===== config.mk =====
export PLATFORM = sky130hd
export DESIGN_NAME = wake_light_ramp_controller
export DESIGN_NICKNAME = d
export VERILOG_FILES = /design/src/design/wlrc_pkg.sv /design/src/design/wlrc_csr.sv /design/src/design/wake_light_ramp_controller.sv
export SDC_FILE = /design/constraint.sdc
export NUM_CORES = 1
export LEC_CHECK = 0
export BUFFER_PORTS_ARGS = -buffer_cell sky130_fd_sc_hd__buf_2
export CORE_ASPECT_RATIO = 0.8
export CORE_MARGIN = 3
export CORE_UTILIZATION = 43
export CTS_CLUSTER_SIZE = 40
export DETAILED_ROUTE_END_ITERATION = 12
export GPL_ROUTABILITY_DRIVEN = 0
export SLEW_MARGIN = 20
export SYNTH_ARGS = -nofsm -noshare
export SYNTH_HDL_FRONTEND = slang
export SYNTH_SLANG_ARGS = --single-unit

===== constraint.sdc =====
create_clock -name clock -period 4.9 [get_ports clock]
set_clock_uncertainty 0.05 [all_clocks]
set_input_delay 0.245 -clock clock [delete_from_list [all_inputs] [get_ports clock]]
set_output_delay 0.245 -clock clock [all_outputs]
set_load 0.05 [all_outputs]

===== src/design/wlrc_pkg.sv =====
`timescale 1ns / 1ps

package wlrc_pkg;

   // light state codes, shared by the controller and the port checker
   typedef enum logic [2:0] {
      MODE_IDLE   = 3'd0,
      MODE_ON     = 3'd1,
      MODE_RAMP   = 3'd2,
      MODE_RETURN = 3'd3,
      MODE_SETTLE = 3'd4
   } light_state_type;

   // sleep stage codes
   localparam logic [1:0] STAGE_UNKNOWN = 2'd0;
   localparam logic [1:0] STAGE_WAKE    = 2'd1;
   localparam logic [1:0] STAGE_NREM    = 2'd2;
   localparam logic [1:0] STAGE_REM     = 2'd3;

   // register indexes
   localparam int CSR_INDEX_BITS = 3;
   localparam int CSR_DATA_BITS  = 16;
   localparam logic [CSR_INDEX_BITS-1:0] CSR_HIGH_THRESHOLD = 3'd0;
   localparam logic [CSR_INDEX_BITS-1:0] CSR_LOW_THRESHOLD  = 3'd1;
   localparam logic [CSR_INDEX_BITS-1:0] CSR_START_LEVEL    = 3'd2;
   localparam logic [CSR_INDEX_BITS-1:0] CSR_STEP           = 3'd3;
   localparam logic [CSR_INDEX_BITS-1:0] CSR_CEILING        = 3'd4;
   localparam logic [CSR_INDEX_BITS-1:0] CSR_RAMP_INTERVAL  = 3'd5;
   localparam logic [CSR_INDEX_BITS-1:0] CSR_SETTLE_COUNT   = 3'd6;

   // register reset values
   localparam logic [11:0] RESET_HIGH_THRESHOLD = 12'd320;  // 20.0 in Q8.4
   localparam logic [11:0] RESET_LOW_THRESHOLD  = 12'd80;   // 5.0 in Q8.4
   localparam logic [7:0]  RESET_START_LEVEL    = 8'd20;
   localparam logic [7:0]  RESET_STEP           = 8'd5;
   localparam logic [7:0]  RESET_CEILING        = 8'd80;
   localparam logic [15:0] RESET_RAMP_INTERVAL  = 16'd30;
   localparam logic [7:0]  RESET_SETTLE_COUNT   = 8'd2;

   localparam logic [7:0] COUNT_MAX = 8'hFF;

   typedef struct packed {
      logic [11:0] high_motion_threshold;
      logic [11:0] low_motion_threshold;
      logic [7:0]  start_brightness;
      logic [7:0]  brightness_step;
      logic [7:0]  brightness_ceiling;
      logic [15:0] ramp_interval;
      logic [7:0]  settle_epoch_count;
   } cfg_type;

   typedef struct packed {
      logic [1:0]  sleep_stage;
      logic        monitoring_mode;
      logic [11:0] motion_level;
      logic [31:0] time_seconds;
   } req_type;

   typedef struct packed {
      logic [7:0] brightness;
      logic [2:0] light_state;
      logic       backlight_write;
   } rsp_type;

endpackage


===== src/design/wlrc_csr.sv =====
`timescale 1ns / 1ps

module wlrc_csr (
   input  logic                                clock,
   input  logic                                reset,
   input  logic                                csr_write_enable,
   input  logic [wlrc_pkg::CSR_INDEX_BITS-1:0] csr_index,
   input  logic [wlrc_pkg::CSR_DATA_BITS-1:0]  csr_write_data,
   output wlrc_pkg::cfg_type                   cfg
);
   import wlrc_pkg::*;

   cfg_type cfg_ff;
   cfg_type cfg_in;

   always_comb begin
      cfg_in = cfg_ff;
      if (csr_write_enable) begin
         // unknown indexes fall through with no effect
         unique case (csr_index)
            CSR_HIGH_THRESHOLD: cfg_in.high_motion_threshold = csr_write_data[11:0];
            CSR_LOW_THRESHOLD:  cfg_in.low_motion_threshold  = csr_write_data[11:0];
            CSR_START_LEVEL:    cfg_in.start_brightness      = csr_write_data[7:0];
            CSR_STEP:           cfg_in.brightness_step       = csr_write_data[7:0];
            CSR_CEILING:        cfg_in.brightness_ceiling    = csr_write_data[7:0];
            CSR_RAMP_INTERVAL:  cfg_in.ramp_interval         = csr_write_data;
            CSR_SETTLE_COUNT:   cfg_in.settle_epoch_count    = csr_write_data[7:0];
            default:            cfg_in = cfg_ff;
         endcase
      end
   end

   always_ff @(posedge clock) begin
      if (reset) begin
         cfg_ff.high_motion_threshold <= RESET_HIGH_THRESHOLD;
         cfg_ff.low_motion_threshold  <= RESET_LOW_THRESHOLD;
         cfg_ff.start_brightness      <= RESET_START_LEVEL;
         cfg_ff.brightness_step       <= RESET_STEP;
         cfg_ff.brightness_ceiling    <= RESET_CEILING;
         cfg_ff.ramp_interval         <= RESET_RAMP_INTERVAL;
         cfg_ff.settle_epoch_count    <= RESET_SETTLE_COUNT;
      end else begin
         cfg_ff <= cfg_in;
      end
   end

   assign cfg = cfg_ff;

endmodule


===== src/design/wake_light_ramp_controller.sv =====
`timescale 1ns / 1ps

// wake light ramp controller
//
// req channel: one sleep-tracking epoch per transfer (stage, monitoring flag,
// motion level in Q8.4, timestamp in seconds). rsp channel: one result per
// epoch with the light brightness, the light state and a flag that is set
// when the epoch sent a new level to the light.
// csr port: plain write port, one register per write, no read-back; write
// it only while no epoch is in flight.
//
// latency: the result of an epoch is valid the cycle after its req transfer.
// throughput: one epoch per cycle while the result is not stalled; the next-state
// logic sits between the state registers and the single result register, so a
// new epoch can be taken every cycle while rsp_ready is high.
// stall: req_ready stays high while the result register is empty or is being
// drained this cycle; when rsp_ready is held low the result holds and
// req_ready drops until it is taken.
// reset: synchronous, clears the light state machine, counters and result
// valid flag and loads the register defaults.
module wake_light_ramp_controller #(
   parameter int TIME_BITS = 32
) (
   input  logic                                clock,
   input  logic                                reset,
   input  logic                                req_valid,
   output logic                                req_ready,
   input  wlrc_pkg::req_type                   req_data,
   output logic                                rsp_valid,
   input  logic                                rsp_ready,
   output wlrc_pkg::rsp_type                   rsp_data,
   input  logic                                csr_write_enable,
   input  logic [wlrc_pkg::CSR_INDEX_BITS-1:0] csr_index,
   input  logic [wlrc_pkg::CSR_DATA_BITS-1:0]  csr_write_data
);
   import wlrc_pkg::*;

   localparam int WIDE_BITS = (TIME_BITS > 32) ? TIME_BITS : 32;
   localparam int CMP_BITS  = (TIME_BITS > 16) ? TIME_BITS : 16;

   cfg_type cfg;

   wlrc_csr u_csr (
      .clock            (clock),
      .reset            (reset),
      .csr_write_enable (csr_write_enable),
      .csr_index        (csr_index),
      .csr_write_data   (csr_write_data),
      .cfg              (cfg)
   );

   // epoch state
   light_state_type       mode_ff, mode_in;
   logic [7:0]            level_ff, level_in;
   logic [TIME_BITS-1:0]  last_ramp_ff, last_ramp_in;
   logic [1:0]            prev_stage_ff;
   logic                  prev_high_ff;
   logic [7:0]            rise_count_ff, rise_count_in;
   logic [7:0]            quiet_ff, quiet_in;

   // result register
   rsp_type               rsp_ff;
   logic                  rsp_valid_ff;

   logic                  req_fire;
   logic [WIDE_BITS-1:0]  time_wide;
   logic [TIME_BITS-1:0]  now;
   logic [TIME_BITS-1:0]  elapsed;
   logic                  high, low, rise, woke;
   logic                  ramp_due;
   logic [8:0]            ramp_sum;
   logic [7:0]            ramp_level;
   logic                  write;

   assign req_ready = !rsp_valid_ff || rsp_ready;
   assign req_fire  = req_valid && req_ready;

   // timestamp taken modulo 2^TIME_BITS
   assign time_wide = WIDE_BITS'(req_data.time_seconds);
   assign now       = time_wide[TIME_BITS-1:0];
   assign elapsed   = now - last_ramp_ff;

   // motion classification and edge detect
   assign high = req_data.motion_level > cfg.high_motion_threshold;
   assign low  = req_data.motion_level < cfg.low_motion_threshold;
   assign rise = !prev_high_ff && high;
   assign woke = (prev_stage_ff == STAGE_NREM || prev_stage_ff == STAGE_REM)
                 && req_data.sleep_stage == STAGE_WAKE;

   // ramp step, summed one bit wider and clamped to the ceiling
   assign ramp_due = (CMP_BITS'(elapsed) >= CMP_BITS'(cfg.ramp_interval))
                     && (level_ff < cfg.brightness_ceiling);
   assign ramp_sum   = {1'b0, level_ff} + {1'b0, cfg.brightness_step};
   assign ramp_level = (ramp_sum > {1'b0, cfg.brightness_ceiling}) ?
                       cfg.brightness_ceiling : ramp_sum[7:0];

   always_comb begin
      // saturating counters, updated before the state decision
      rise_count_in = rise_count_ff;
      if (rise && rise_count_ff != COUNT_MAX) begin
         rise_count_in = rise_count_ff + 8'd1;
      end
      if (low) begin
         quiet_in = (quiet_ff != COUNT_MAX) ? quiet_ff + 8'd1 : quiet_ff;
      end else begin
         quiet_in = 8'd0;
      end

      mode_in      = mode_ff;
      level_in     = level_ff;
      last_ramp_in = last_ramp_ff;
      write        = 1'b0;

      unique case (mode_ff)
         MODE_IDLE: begin
            // light on when waking or monitoring lines up with a motion rise
            if ((woke || req_data.monitoring_mode) && rise) begin
               mode_in       = MODE_ON;
               level_in      = cfg.start_brightness;
               last_ramp_in  = now;
               rise_count_in = 8'd1;
               write         = 1'b1;
            end
         end
         MODE_ON: begin
            mode_in = MODE_RAMP;
         end
         MODE_RAMP: begin
            if (ramp_due) begin
               level_in     = ramp_level;
               last_ramp_in = now;
               write        = 1'b1;
            end
            if (low) begin
               mode_in = MODE_RETURN;
            end
         end
         MODE_RETURN: begin
            if (ramp_due) begin
               level_in     = ramp_level;
               last_ramp_in = now;
               write        = 1'b1;
            end
            // user came back: a second rise since turn-on
            if (rise && rise_count_in >= 8'd2) begin
               mode_in  = MODE_SETTLE;
               quiet_in = 8'd0;
            end
         end
         MODE_SETTLE: begin
            if (quiet_in >= cfg.settle_epoch_count) begin
               mode_in       = MODE_IDLE;
               level_in      = 8'd0;
               rise_count_in = 8'd0;
               quiet_in      = 8'd0;
               write         = 1'b1;
            end
         end
         default: begin
            // unreachable codes drop back to idle without a write
            mode_in = MODE_IDLE;
         end
      endcase
   end

   // state and result payload advance only on a req transfer
   always_ff @(posedge clock) begin
      if (reset) begin
         mode_ff       <= MODE_IDLE;
         level_ff      <= 8'd0;
         last_ramp_ff  <= '0;
         prev_stage_ff <= STAGE_UNKNOWN;
         prev_high_ff  <= 1'b0;
         rise_count_ff <= 8'd0;
         quiet_ff      <= 8'd0;
         rsp_valid_ff  <= 1'b0;
      end else begin
         if (req_fire) begin
            mode_ff                <= mode_in;
            level_ff               <= level_in;
            last_ramp_ff           <= last_ramp_in;
            prev_stage_ff          <= req_data.sleep_stage;
            prev_high_ff           <= high;
            rise_count_ff          <= rise_count_in;
            quiet_ff               <= quiet_in;
            rsp_ff.brightness      <= level_in;
            rsp_ff.light_state     <= mode_in;
            rsp_ff.backlight_write <= write;
         end
         rsp_valid_ff <= req_fire || (rsp_valid_ff && !rsp_ready);
      end
   end

   assign rsp_valid = rsp_valid_ff;
   assign rsp_data  = rsp_ff;

endmodule


==> results.md, run 1 <==
- Run status: complete, no violations
- I/O Buffers: 84
- Clk sinks: 146
- Final min period: 4.81 ns
- Final Instance Count excl. Fillers: 1690
- Worst Hold Class: input pin to flop
- GRT overflow: 0
- Die outline width: 177 um
- Slew HR: 0.411
- Ant diodes: 0
- Nets: 1547
- CTS buffer count: 17
- Antenna-violating nets left: 0
- Synthesized cell area: 0.0101 mm2
- Share of layout cells above drive strength 1: 0.137
- Area of the multi-input gates: 0.00650 mm2
- Compound-cell area share of the yosys netlist: 0.200
- Total Routing Usage GR: 0.215
- CTS tree: built
- HPWL Detailed: 20.4 mm
- Reg area: 0.00304 mm2
- Post-synthesis simple-gate area fraction: 0.228
- Maxcap violations: 0
- Vias per cell: 5.47
- RSZ-0062 raised after global routing: yes
- Placed Instances: 1645
- Part of the cycle the worst path needs: 0.982
- Clock slew at reported path FFs: 0.07 ns
- WP data arrival: 4.96 ns
- Slew @ Worst Pin: 0.876 ns
- Clock buffer depth: 2
- Synthesized flop and latch total: 146
- Power per cell area: 288 mW/mm2
- First-pass GRT wire length: 43.6 mm
- Yosys cell types: 64
- Peak VDD IR: 0.000238 V
- Max Clk Rate: 208 MHz
- Final Hold Fails: 0
- Largest net degree at the start of global routing: 84
- Post-synthesis sequential area ratio: 0.302
- Synth async-reset ratio: 0
- Antenna violations before repair: 0
- Router iterations before antenna repair: 7
- Via count: 9248
- # DRC: 0
- Routed wire length: 28.0 mm
- Crit path top cell by count: a21oi_1
- Crit-path max cell delay: 0.45 ns
- Critical path startpoint category: flop
- Syn_nets: 1457
- Synth Area in Adders: 0.132
- Syn. warnings: 0
- Critical path endpoint category: flop
- Crit-path max FO: 6
- Critical R2R Launch: last_ramp_ff[0]$_SDFFE_PP0P_
- Lkg Pwr: 4.67 nW
- Fillers: 2220
- Clock insertion delay at the later pin of the skew report: 0.44 ns
- Mux cell area share after synthesis: 0.0478
- Die Span Y: 143 um
- Worst Hold Launch: csr_write_data[15]
- Largest delay share family, worst path: compound AO/OA/AOI/OAI gates
- Final-report max-slew violation count: 0
- Buffers & Inverters on Critical Path: 2
- Xor and xnor area share after synthesis: 0.0279
- Util after Layout: 0.515
- Synthesis-to-layout area growth: 16.5%
- Initial core utilization: 0.442
- Mean area per synthesized cell: 7.85 um2
- Initial DRC count: 751
- Final number of setup-violating endpoints: 0
- Crit-path cells: ha_4 > fa_2 > nor2b_4 > o2111ai_2 > a21oi_1 > nor2b_1 > o21ai_1 > a21o_1 > a21oi_1 > xnor2_1 > ha_1 > nand4_1 > a211oi_2 > a21oi_1 > o221ai_1 > or4_1 > nor4_2 > nand4_1 > o41ai_4 > buf_4 > clkbuf_16 > o21ai_1 > a31o_2
- EDFF count, synth: 12
- WS Path Type: flop to flop
- CP startpoint: last_ramp_ff[0]$_SDFFE_PP0P_
- Die ar.: 0.0253 mm2
- WL/cell: 16.6 um
- Crit-path slowest cell: or4_1
- Largest family of logic cells by synthesized area: simple AND/OR/NAND/NOR gates
- Cell row count: 49
- Vias in the first global route: 8259
- Prevailing post-synth register cell: dfxtp_1
- Core area: 0.0227 mm2
- I/O Pins: 85
- H-Tree Depth: 4
- Root buf cell: clkbuf_16
- Syn Inst Count: 1281
- CP required: 5.05 ns
## routing by layer
layer  GRT usage  part of all wire  vias up
met1       0.337              0.53     4292
met4      0.0442             0.011        0
li1            -                 -     4661
met3      0.0417             0.054       25
met5           0                 0        -
met2       0.304              0.41      270
## tightest hold or removal path: stages
cell and delay, ns:
buf_2 0.11, nand2_1 0.05, a21oi_1 0.05
## layout by cell type, fill, tap and decap left out, types with 15 or more instances in the layout
master / netlist / layout
nand3_1: 19 / 19
xor2_1: 18 / 18
a21oi_1: 127 / 124
buf_4: 0 / 27
clkbuf_16: 0 / 21
nand2b_1: 86 / 86
buf_2: 6 / 83
ha_1: 103 / 100
nand4_1: 28 / 28
nand2_1: 209 / 207
o21a_1: 16 / 15
o21ai_0: 46 / 37
inv_1: 108 / 108
a21o_1: 21 / 21
nor2_1: 60 / 57
nor3_1: 19 / 19
dfxtp_1: 134 / 133
mux2i_1: 48 / 48
## per-stage QoR
step | hold WS [ns] | area, um2 | power, W | setup WS [ns] | setup TNS, ns
detailed placement | 0.396 | 10900 | 0.00202 | -0.156 | -4.50
floorplan | 0.313 | 10100 | 0.00180 | 0.0932 | 0
finish | 0.0236 | 11700 | 0.00338 | 0.0886 | 0
global route | 0.0228 | 11700 | 0.00353 | -0.237 | -4.46
global placement | 0.393 | 10900 | 0.00202 | -0.0420 | -0.238
CTS | 0.0190 | 11500 | 0.00336 | 0.0849 | 0
## final timing paths
| path | end | slack [ns] | cells after the start |
|---|---|---|---|
| max reg2reg | rsp_data[11]$_DFFE_PP_ | 0.09 | 23 |
| min | u_csr.cfg[23]$_SDFFE_PP0P_ | 0.02 | 3 |
| max | rsp_data[11]$_DFFE_PP_ | 0.09 | 23 |
| min reg2reg | u_csr.cfg[15]$_SDFFE_PP0P_ | 0.40 | 2 |
## repair_timing
item / 4_1_cts / 5_1_grt
hold buffers: 5 / 0
setup buffers: 0 / 6
resized for setup: 1 / 30
hold endpoints to repair: 5 / 0
cloned: 0 / 2
setup endpoints to repair: 48 / 49
pin swaps: 2 / 9
## where the power goes
| part | total (W) | internal [W] | switching (W) |
|---|---|---|---|
| registers | 0.00127 | 0.00124 | 0.0000252 |
| clock network | 0.00134 | 0.000742 | 0.000598 |
| logic | 0.000770 | 0.000308 | 0.000463 |
## flip-flops by register name, summed over array words and instances (netlist names)
| signal | flops |
|---|---|
| last_ramp_ff | 32 |
| level_ff | 8 |
| rsp_data | 12 |
| rise_count_ff | 8 |
| rsp_valid | 1 |
| u_csr.cfg | 72 |
| quiet_ff | 8 |
| prev_high_ff | 1 |
| mode_ff | 3 |
| prev_stage_ff | 1 |
## synthesized netlist by cell type, drive strengths merged, types with 3 or more instances
cell | instances | area (um2)
ha | 103 | 1290
a21oi | 128 | 644
nor4 | 4 | 25.0
nor2b | 11 | 68.8
nand3b | 9 | 67.6
mux2i | 48 | 480
a22o | 8 | 70.1
o21ai | 50 | 250
clkbuf | 39 | 146
o2111ai | 3 | 26.3
o2bb2ai | 8 | 70.1
a21o | 21 | 158
o31ai | 3 | 22.5
a211oi | 11 | 82.6
and2 | 4 | 25.0
nor2 | 60 | 225
o21a | 16 | 120
xor2 | 18 | 158
o211ai | 11 | 82.6
nor3 | 19 | 95.1
nand3 | 19 | 95.1
nand2b | 86 | 538
buf | 11 | 71.3
inv | 108 | 405
nand4 | 28 | 175
or3 | 6 | 37.5
nand2 | 209 | 785
and3 | 12 | 75.1
xnor2 | 14 | 123
or2 | 4 | 25.0
o22ai | 3 | 18.8
dfxtp | 134 | 2680
edfxtp | 12 | 360
a31oi | 8 | 50.1
a211o | 8 | 70.1
a31o | 10 | 87.6
a22oi | 4 | 30.0
## cell families after synthesis
group | count (synthesis)
AND/OR/NAND/NOR | 478
AO/OA/AOI/OAI | 314
buffers and inverters | 158
flip-flops | 146
adder cells (fa/ha/maj) | 105
multiplexers | 48
XOR/XNOR | 32
## area by class of cell
class,instances,area share
Tap cell,306,0.0327
Sequential cell,146,0.260
Clock inverter,12,0.00918
Inverter,108,0.0346
Timing Repair Buffer,121,0.0677
Multi-Input combinational cell,977,0.555
Clock buffer,20,0.0417
Power figures use the tool's default switching activity.
==> run 2: changes to the inputs <==
--- a/config.mk
+++ b/config.mk
@@ -8,11 +8,13 @@
 export BUFFER_PORTS_ARGS = -buffer_cell sky130_fd_sc_hd__buf_2
 export CORE_ASPECT_RATIO = 0.8
 export CORE_MARGIN = 3
-export CORE_UTILIZATION = 43
+export CORE_UTILIZATION = 55
 export CTS_CLUSTER_SIZE = 40
 export DETAILED_ROUTE_END_ITERATION = 12
 export GPL_ROUTABILITY_DRIVEN = 0
+export PLACE_DENSITY = 0.77
 export SLEW_MARGIN = 20
 export SYNTH_ARGS = -nofsm -noshare
 export SYNTH_HDL_FRONTEND = slang
+export SYNTH_HIERARCHICAL = 1
 export SYNTH_SLANG_ARGS = --single-unit
==> run 2 against run 1 <==
Against the previous run:
- the flow now finishes with violations (negative setup slack)
- register-to-register slack worse by 0.72 ns
- synthesized area up 6.8%
- critical endpoint is now rsp_data[8]$_DFFE_PP_
- wire length up 15%
- first-iteration DRC count up 31%
- die area down 16%
- via count up 14%
- largest cell class unchanged
- sequential cell count unchanged
- worst hold slack worse by 0.014 ns
==> results.md, run 2 <==
- Run status: finished with violations (was complete, no violations)
- Failing checks: negative setup slack
- Worst Hold Class: input pin to flop (unchanged)
- Root buf cell: clkbuf_16 (unchanged)
- Vias per cell: 6.15 (was 5.47)
- # DRC: 0 (unchanged)
- Initial DRC count: 982 (was 751)
- Die outline width: 162 um (was 177 um)
- Area of the multi-input gates: 0.00741 mm2 (was 0.00650 mm2)
- Critical path startpoint category: flop (unchanged)
- Routed wire length: 32.2 mm (was 28.0 mm)
- Crit-path slowest cell: or4_4 (was or4_1)
- Synth area leaders: dfxtp_1 (25%), ha_1 (12%), mux2i_1 (7.5%) (was dfxtp_1 (27%), ha_1 (13%), nand2_1 (7.8%))
- Crit-path max cell delay: 0.52 ns (was 0.45 ns)
- Nets: 1612 (was 1547)
- GRT overflow: 0 (unchanged)
- Clk sinks: 146 (unchanged)
- Final-report max-slew violation count: 0 (unchanged)
- Reg area: 0.00304 mm2 (unchanged)
- Lkg Pwr: 5.54 nW (was 4.67 nW)
- Fin worst setup slack: -0.632 ns (was 0.0886 ns)
- Synthesis-to-layout area growth: 22.4% (was 16.5%)
- Clock buffer depth: 2 (unchanged)
- Part of the cycle the worst path needs: 1.13 (was 0.982)
- Placed Instances: 1639 (was 1645)
- Die Span Y: 131 um (was 143 um)
- Synth cell count leaders: dfxtp_1 (134), a21oi_1 (116), inv_1 (105), ha_1 (103), nand2b_1 (89) (was nand2_1 (209), dfxtp_1 (134), a21oi_1 (127), inv_1 (108), ha_1 (103))
- Max Clk Rate: 181 MHz (was 208 MHz)
- Worst Hold Launch: req_data[46] (was csr_write_data[15])
- Max reg flops: 72 (unchanged)
- Top-count cell post-synth: dfxtp_1 (was nand2_1)
- Share of layout cells above drive strength 1: 0.231 (was 0.137)
- WS Path Type: flop to flop (unchanged)
- Clock insertion delay at the later pin of the skew report: 0.43 ns (was 0.44 ns)
- Top cell type by total area after synthesis: dfxtp_1 (unchanged)
- Crit-path max FO: 6 (unchanged)
- Ant diodes: 0 (unchanged)
- First-pass GRT wire length: 50.6 mm (was 43.6 mm)
- Router iterations before antenna repair: 8 (was 7)
- CTS tree: built (unchanged)
- Final number of setup-violating endpoints: 49 (was 0)
- Slew HR: 0.363 (was 0.411)
- CTS buffer count: 17 (unchanged)
- Maxcap violations: 0 (unchanged)
- CP startpoint: last_ramp_ff[1]$_SDFFE_PP0P_ (was last_ramp_ff[0]$_SDFFE_PP0P_)
- Vias in the first global route: 9840 (was 8259)
- Antenna violations before repair: 0 (unchanged)
- Setup WS pre-CTS: -0.660 ns (was -0.156 ns)
- Post-synthesis sequential area ratio: 0.283 (was 0.302)
- Crit path top cell by count: or4_4 (was a21oi_1)
- HPWL Detailed: 20.6 mm (was 20.4 mm)
- I/O Pins: 85 (unchanged)
- Largest net degree at the start of global routing: 85 (was 84)
- Mean area per synthesized cell: 8.22 um2 (was 7.85 um2)
- Peak VDD IR: 0.000219 V (was 0.000238 V)
- Power per cell area: 267 mW/mm2 (was 288 mW/mm2)
- Slew @ Worst Pin: 0.953 ns (was 0.876 ns)
- Synthesized flop and latch total: 146 (unchanged)
- RSZ-0062 raised after global routing: yes (unchanged)
- Syn Inst Count: 1306 (was 1281)
- Synth async-reset ratio: 0 (unchanged)
- Crit-path cells: inv_1 > ha_1 > nor2b_4 > o2111ai_4 > a2111oi_4 > or2_1 > nor2_1 > o21ai_1 > xor2_1 > ha_1 > nand4_1 > buf_4 > o41ai_1 > or4_4 > or4_4 > or4_4 > nor4b_4 > a31oi_2 > buf_6 > nand3_1 > o211ai_1 (was ha_4 > fa_2 > nor2b_4 > o2111ai_2 > a21oi_1 > nor2b_1 > o21ai_1 > a21o_1 > a21oi_1 > xnor2_1 > ha_1 > nand4_1 > a211oi_2 > a21oi_1 > o221ai_1 > or4_1 > nor4_2 > nand4_1 > o41ai_4 > buf_4 > clkbuf_16 > o21ai_1 > a31o_2)
- Util after Layout: 0.689 (was 0.515)
- Cell row count: 45 (was 49)
- Prevailing post-synth register cell: dfxtp_1 (unchanged)
- Final Instance Count excl. Fillers: 1707 (was 1690)
- Fillers: 1432 (was 2220)
- Critical path endpoint category: flop (unchanged)
- Initial core utilization: 0.563 (was 0.442)
- Final Hold Fails: 0 (unchanged)
- Synth top area share: 0.250 (was 0.267)
- Most frequent cells in the layout: dfxtp_1 (133), inv_1 (105), a21oi_1 (99), ha_1 (99), nand2b_1 (88) (was nand2_1 (207), dfxtp_1 (133), a21oi_1 (124))
- CP required: 5.02 ns (was 5.05 ns)
- EDFF count, synth: 12 (unchanged)
- Syn. warnings: 6 (was 0)
- WP data arrival: 5.66 ns (was 4.96 ns)
- Die ar.: 0.0213 mm2 (was 0.0253 mm2)
- Via count: 10500 (was 9248)
- Final min period: 5.53 ns (was 4.81 ns)
- Clock slew at reported path FFs: 0.07 ns (about the same)
- Critical R2R Launch: last_ramp_ff[1]$_SDFFE_PP0P_ (was last_ramp_ff[0]$_SDFFE_PP0P_)
- Syn_nets: 1482 (was 1457)
- WL/cell: 18.9 um (was 16.6 um)
- H-Tree Depth: 4 (unchanged)
- Total Routing Usage GR: 0.295 (was 0.215)
- Core area: 0.0191 mm2 (was 0.0227 mm2)
- Antenna-violating nets left: 0 (unchanged)
- Yosys cell types: 80 (was 64)
- Synthesized cell area: 0.0107 mm2 (was 0.0101 mm2)
- Commonest non-fill, non-tap cell in the layout: dfxtp_1 (was nand2_1)
- I/O Buffers: 84 (unchanged)
==> run 2: metal layers <==
metal | vias to the layer above | global-route usage | part of all wire
li1 | 4931 | - | -
met1 | 4961 | 0.407 | 0.44
met2 | 518 | 0.463 | 0.45
met3 | 87 | 0.0504 | 0.081
met4 | 0 | 0.114 | 0.029
met5 | - | 0 | 0
==> run 2: area by class of cell <==
class	instances	area share
Multi-Input combinational cell	986	0.564
Clock buffer	25	0.0392
Sequential cell	146	0.232
Timing Repair Buffer	180	0.105
Clock inverter	7	0.00552
Tap cell	258	0.0246
Inverter	105	0.0300
==> run 2: logic make-up (layout without fill, tap and decap cells) <==
kind of cell	Yosys count	after routing	synth area share
fa+ha+maj	105	105	0.124
xor+xnor	31	31	0.0253
buf+inv	174	317	0.0659
flops	146	146	0.283
simple gates	419	419	0.206
compound gates	344	344	0.214
mux	87	87	0.0819
==> run 2: critical path: cells and delay by family (launching register included) <==
kind            cells  cell delay [ns]
simple gates        9             2.53
compound gates      6             1.12
fa+ha+maj           2             0.62
buf+inv             3             0.36
flops               1             0.33
xor+xnor            1             0.27
==> run 2: metrics by stage <==
stage	setup TNS (ns)	power, W	instance area, um2	hold slack, ns
2_1_floorplan	-0.140	0.00185	10800	0.324
3_3_place_gp	-5.81	0.00207	11700	0.389
3_5_place_dp	-13.71	0.00209	11700	0.396
4_1_cts	-5.67	0.00344	13000	0.00723
5_1_grt	-25.77	0.00365	13100	0.0139
6_report	-17.94	0.00351	13100	0.00948
==> run 2: power by group <==
group / switching (W) / leakage, nW / total (W) / internal [W]
sequential: 0.0000354 / 1.20 / 0.00128 / 0.00125
clock: 0.000535 / 0.286 / 0.00132 / 0.000782
combinational: 0.000526 / 4.05 / 0.000908 / 0.000382
total: 0.00110 / 5.54 / 0.00351 / 0.00241
==> run 2: worst paths after layout <==
kind | depth (start not counted) | slack [ns] | endpoint
min | 3 | 0.009 | prev_stage_ff[1]$_SDFFE_PP0P_
min reg2reg | 2 | 0.40 | prev_stage_ff[1]$_SDFFE_PP0P_
max | 21 | -0.63 | rsp_data[8]$_DFFE_PP_
max reg2reg | 21 | -0.63 | rsp_data[8]$_DFFE_PP_
==> run 2: repair_timing <==
item                       in CTS  in global routing
setup endpoints to repair      49                 59
hold buffers                    0                  0
setup buffers                  43                  6
gates cloned                    8                  0
pin swaps                      35                 30
gates resized for setup        68                 36
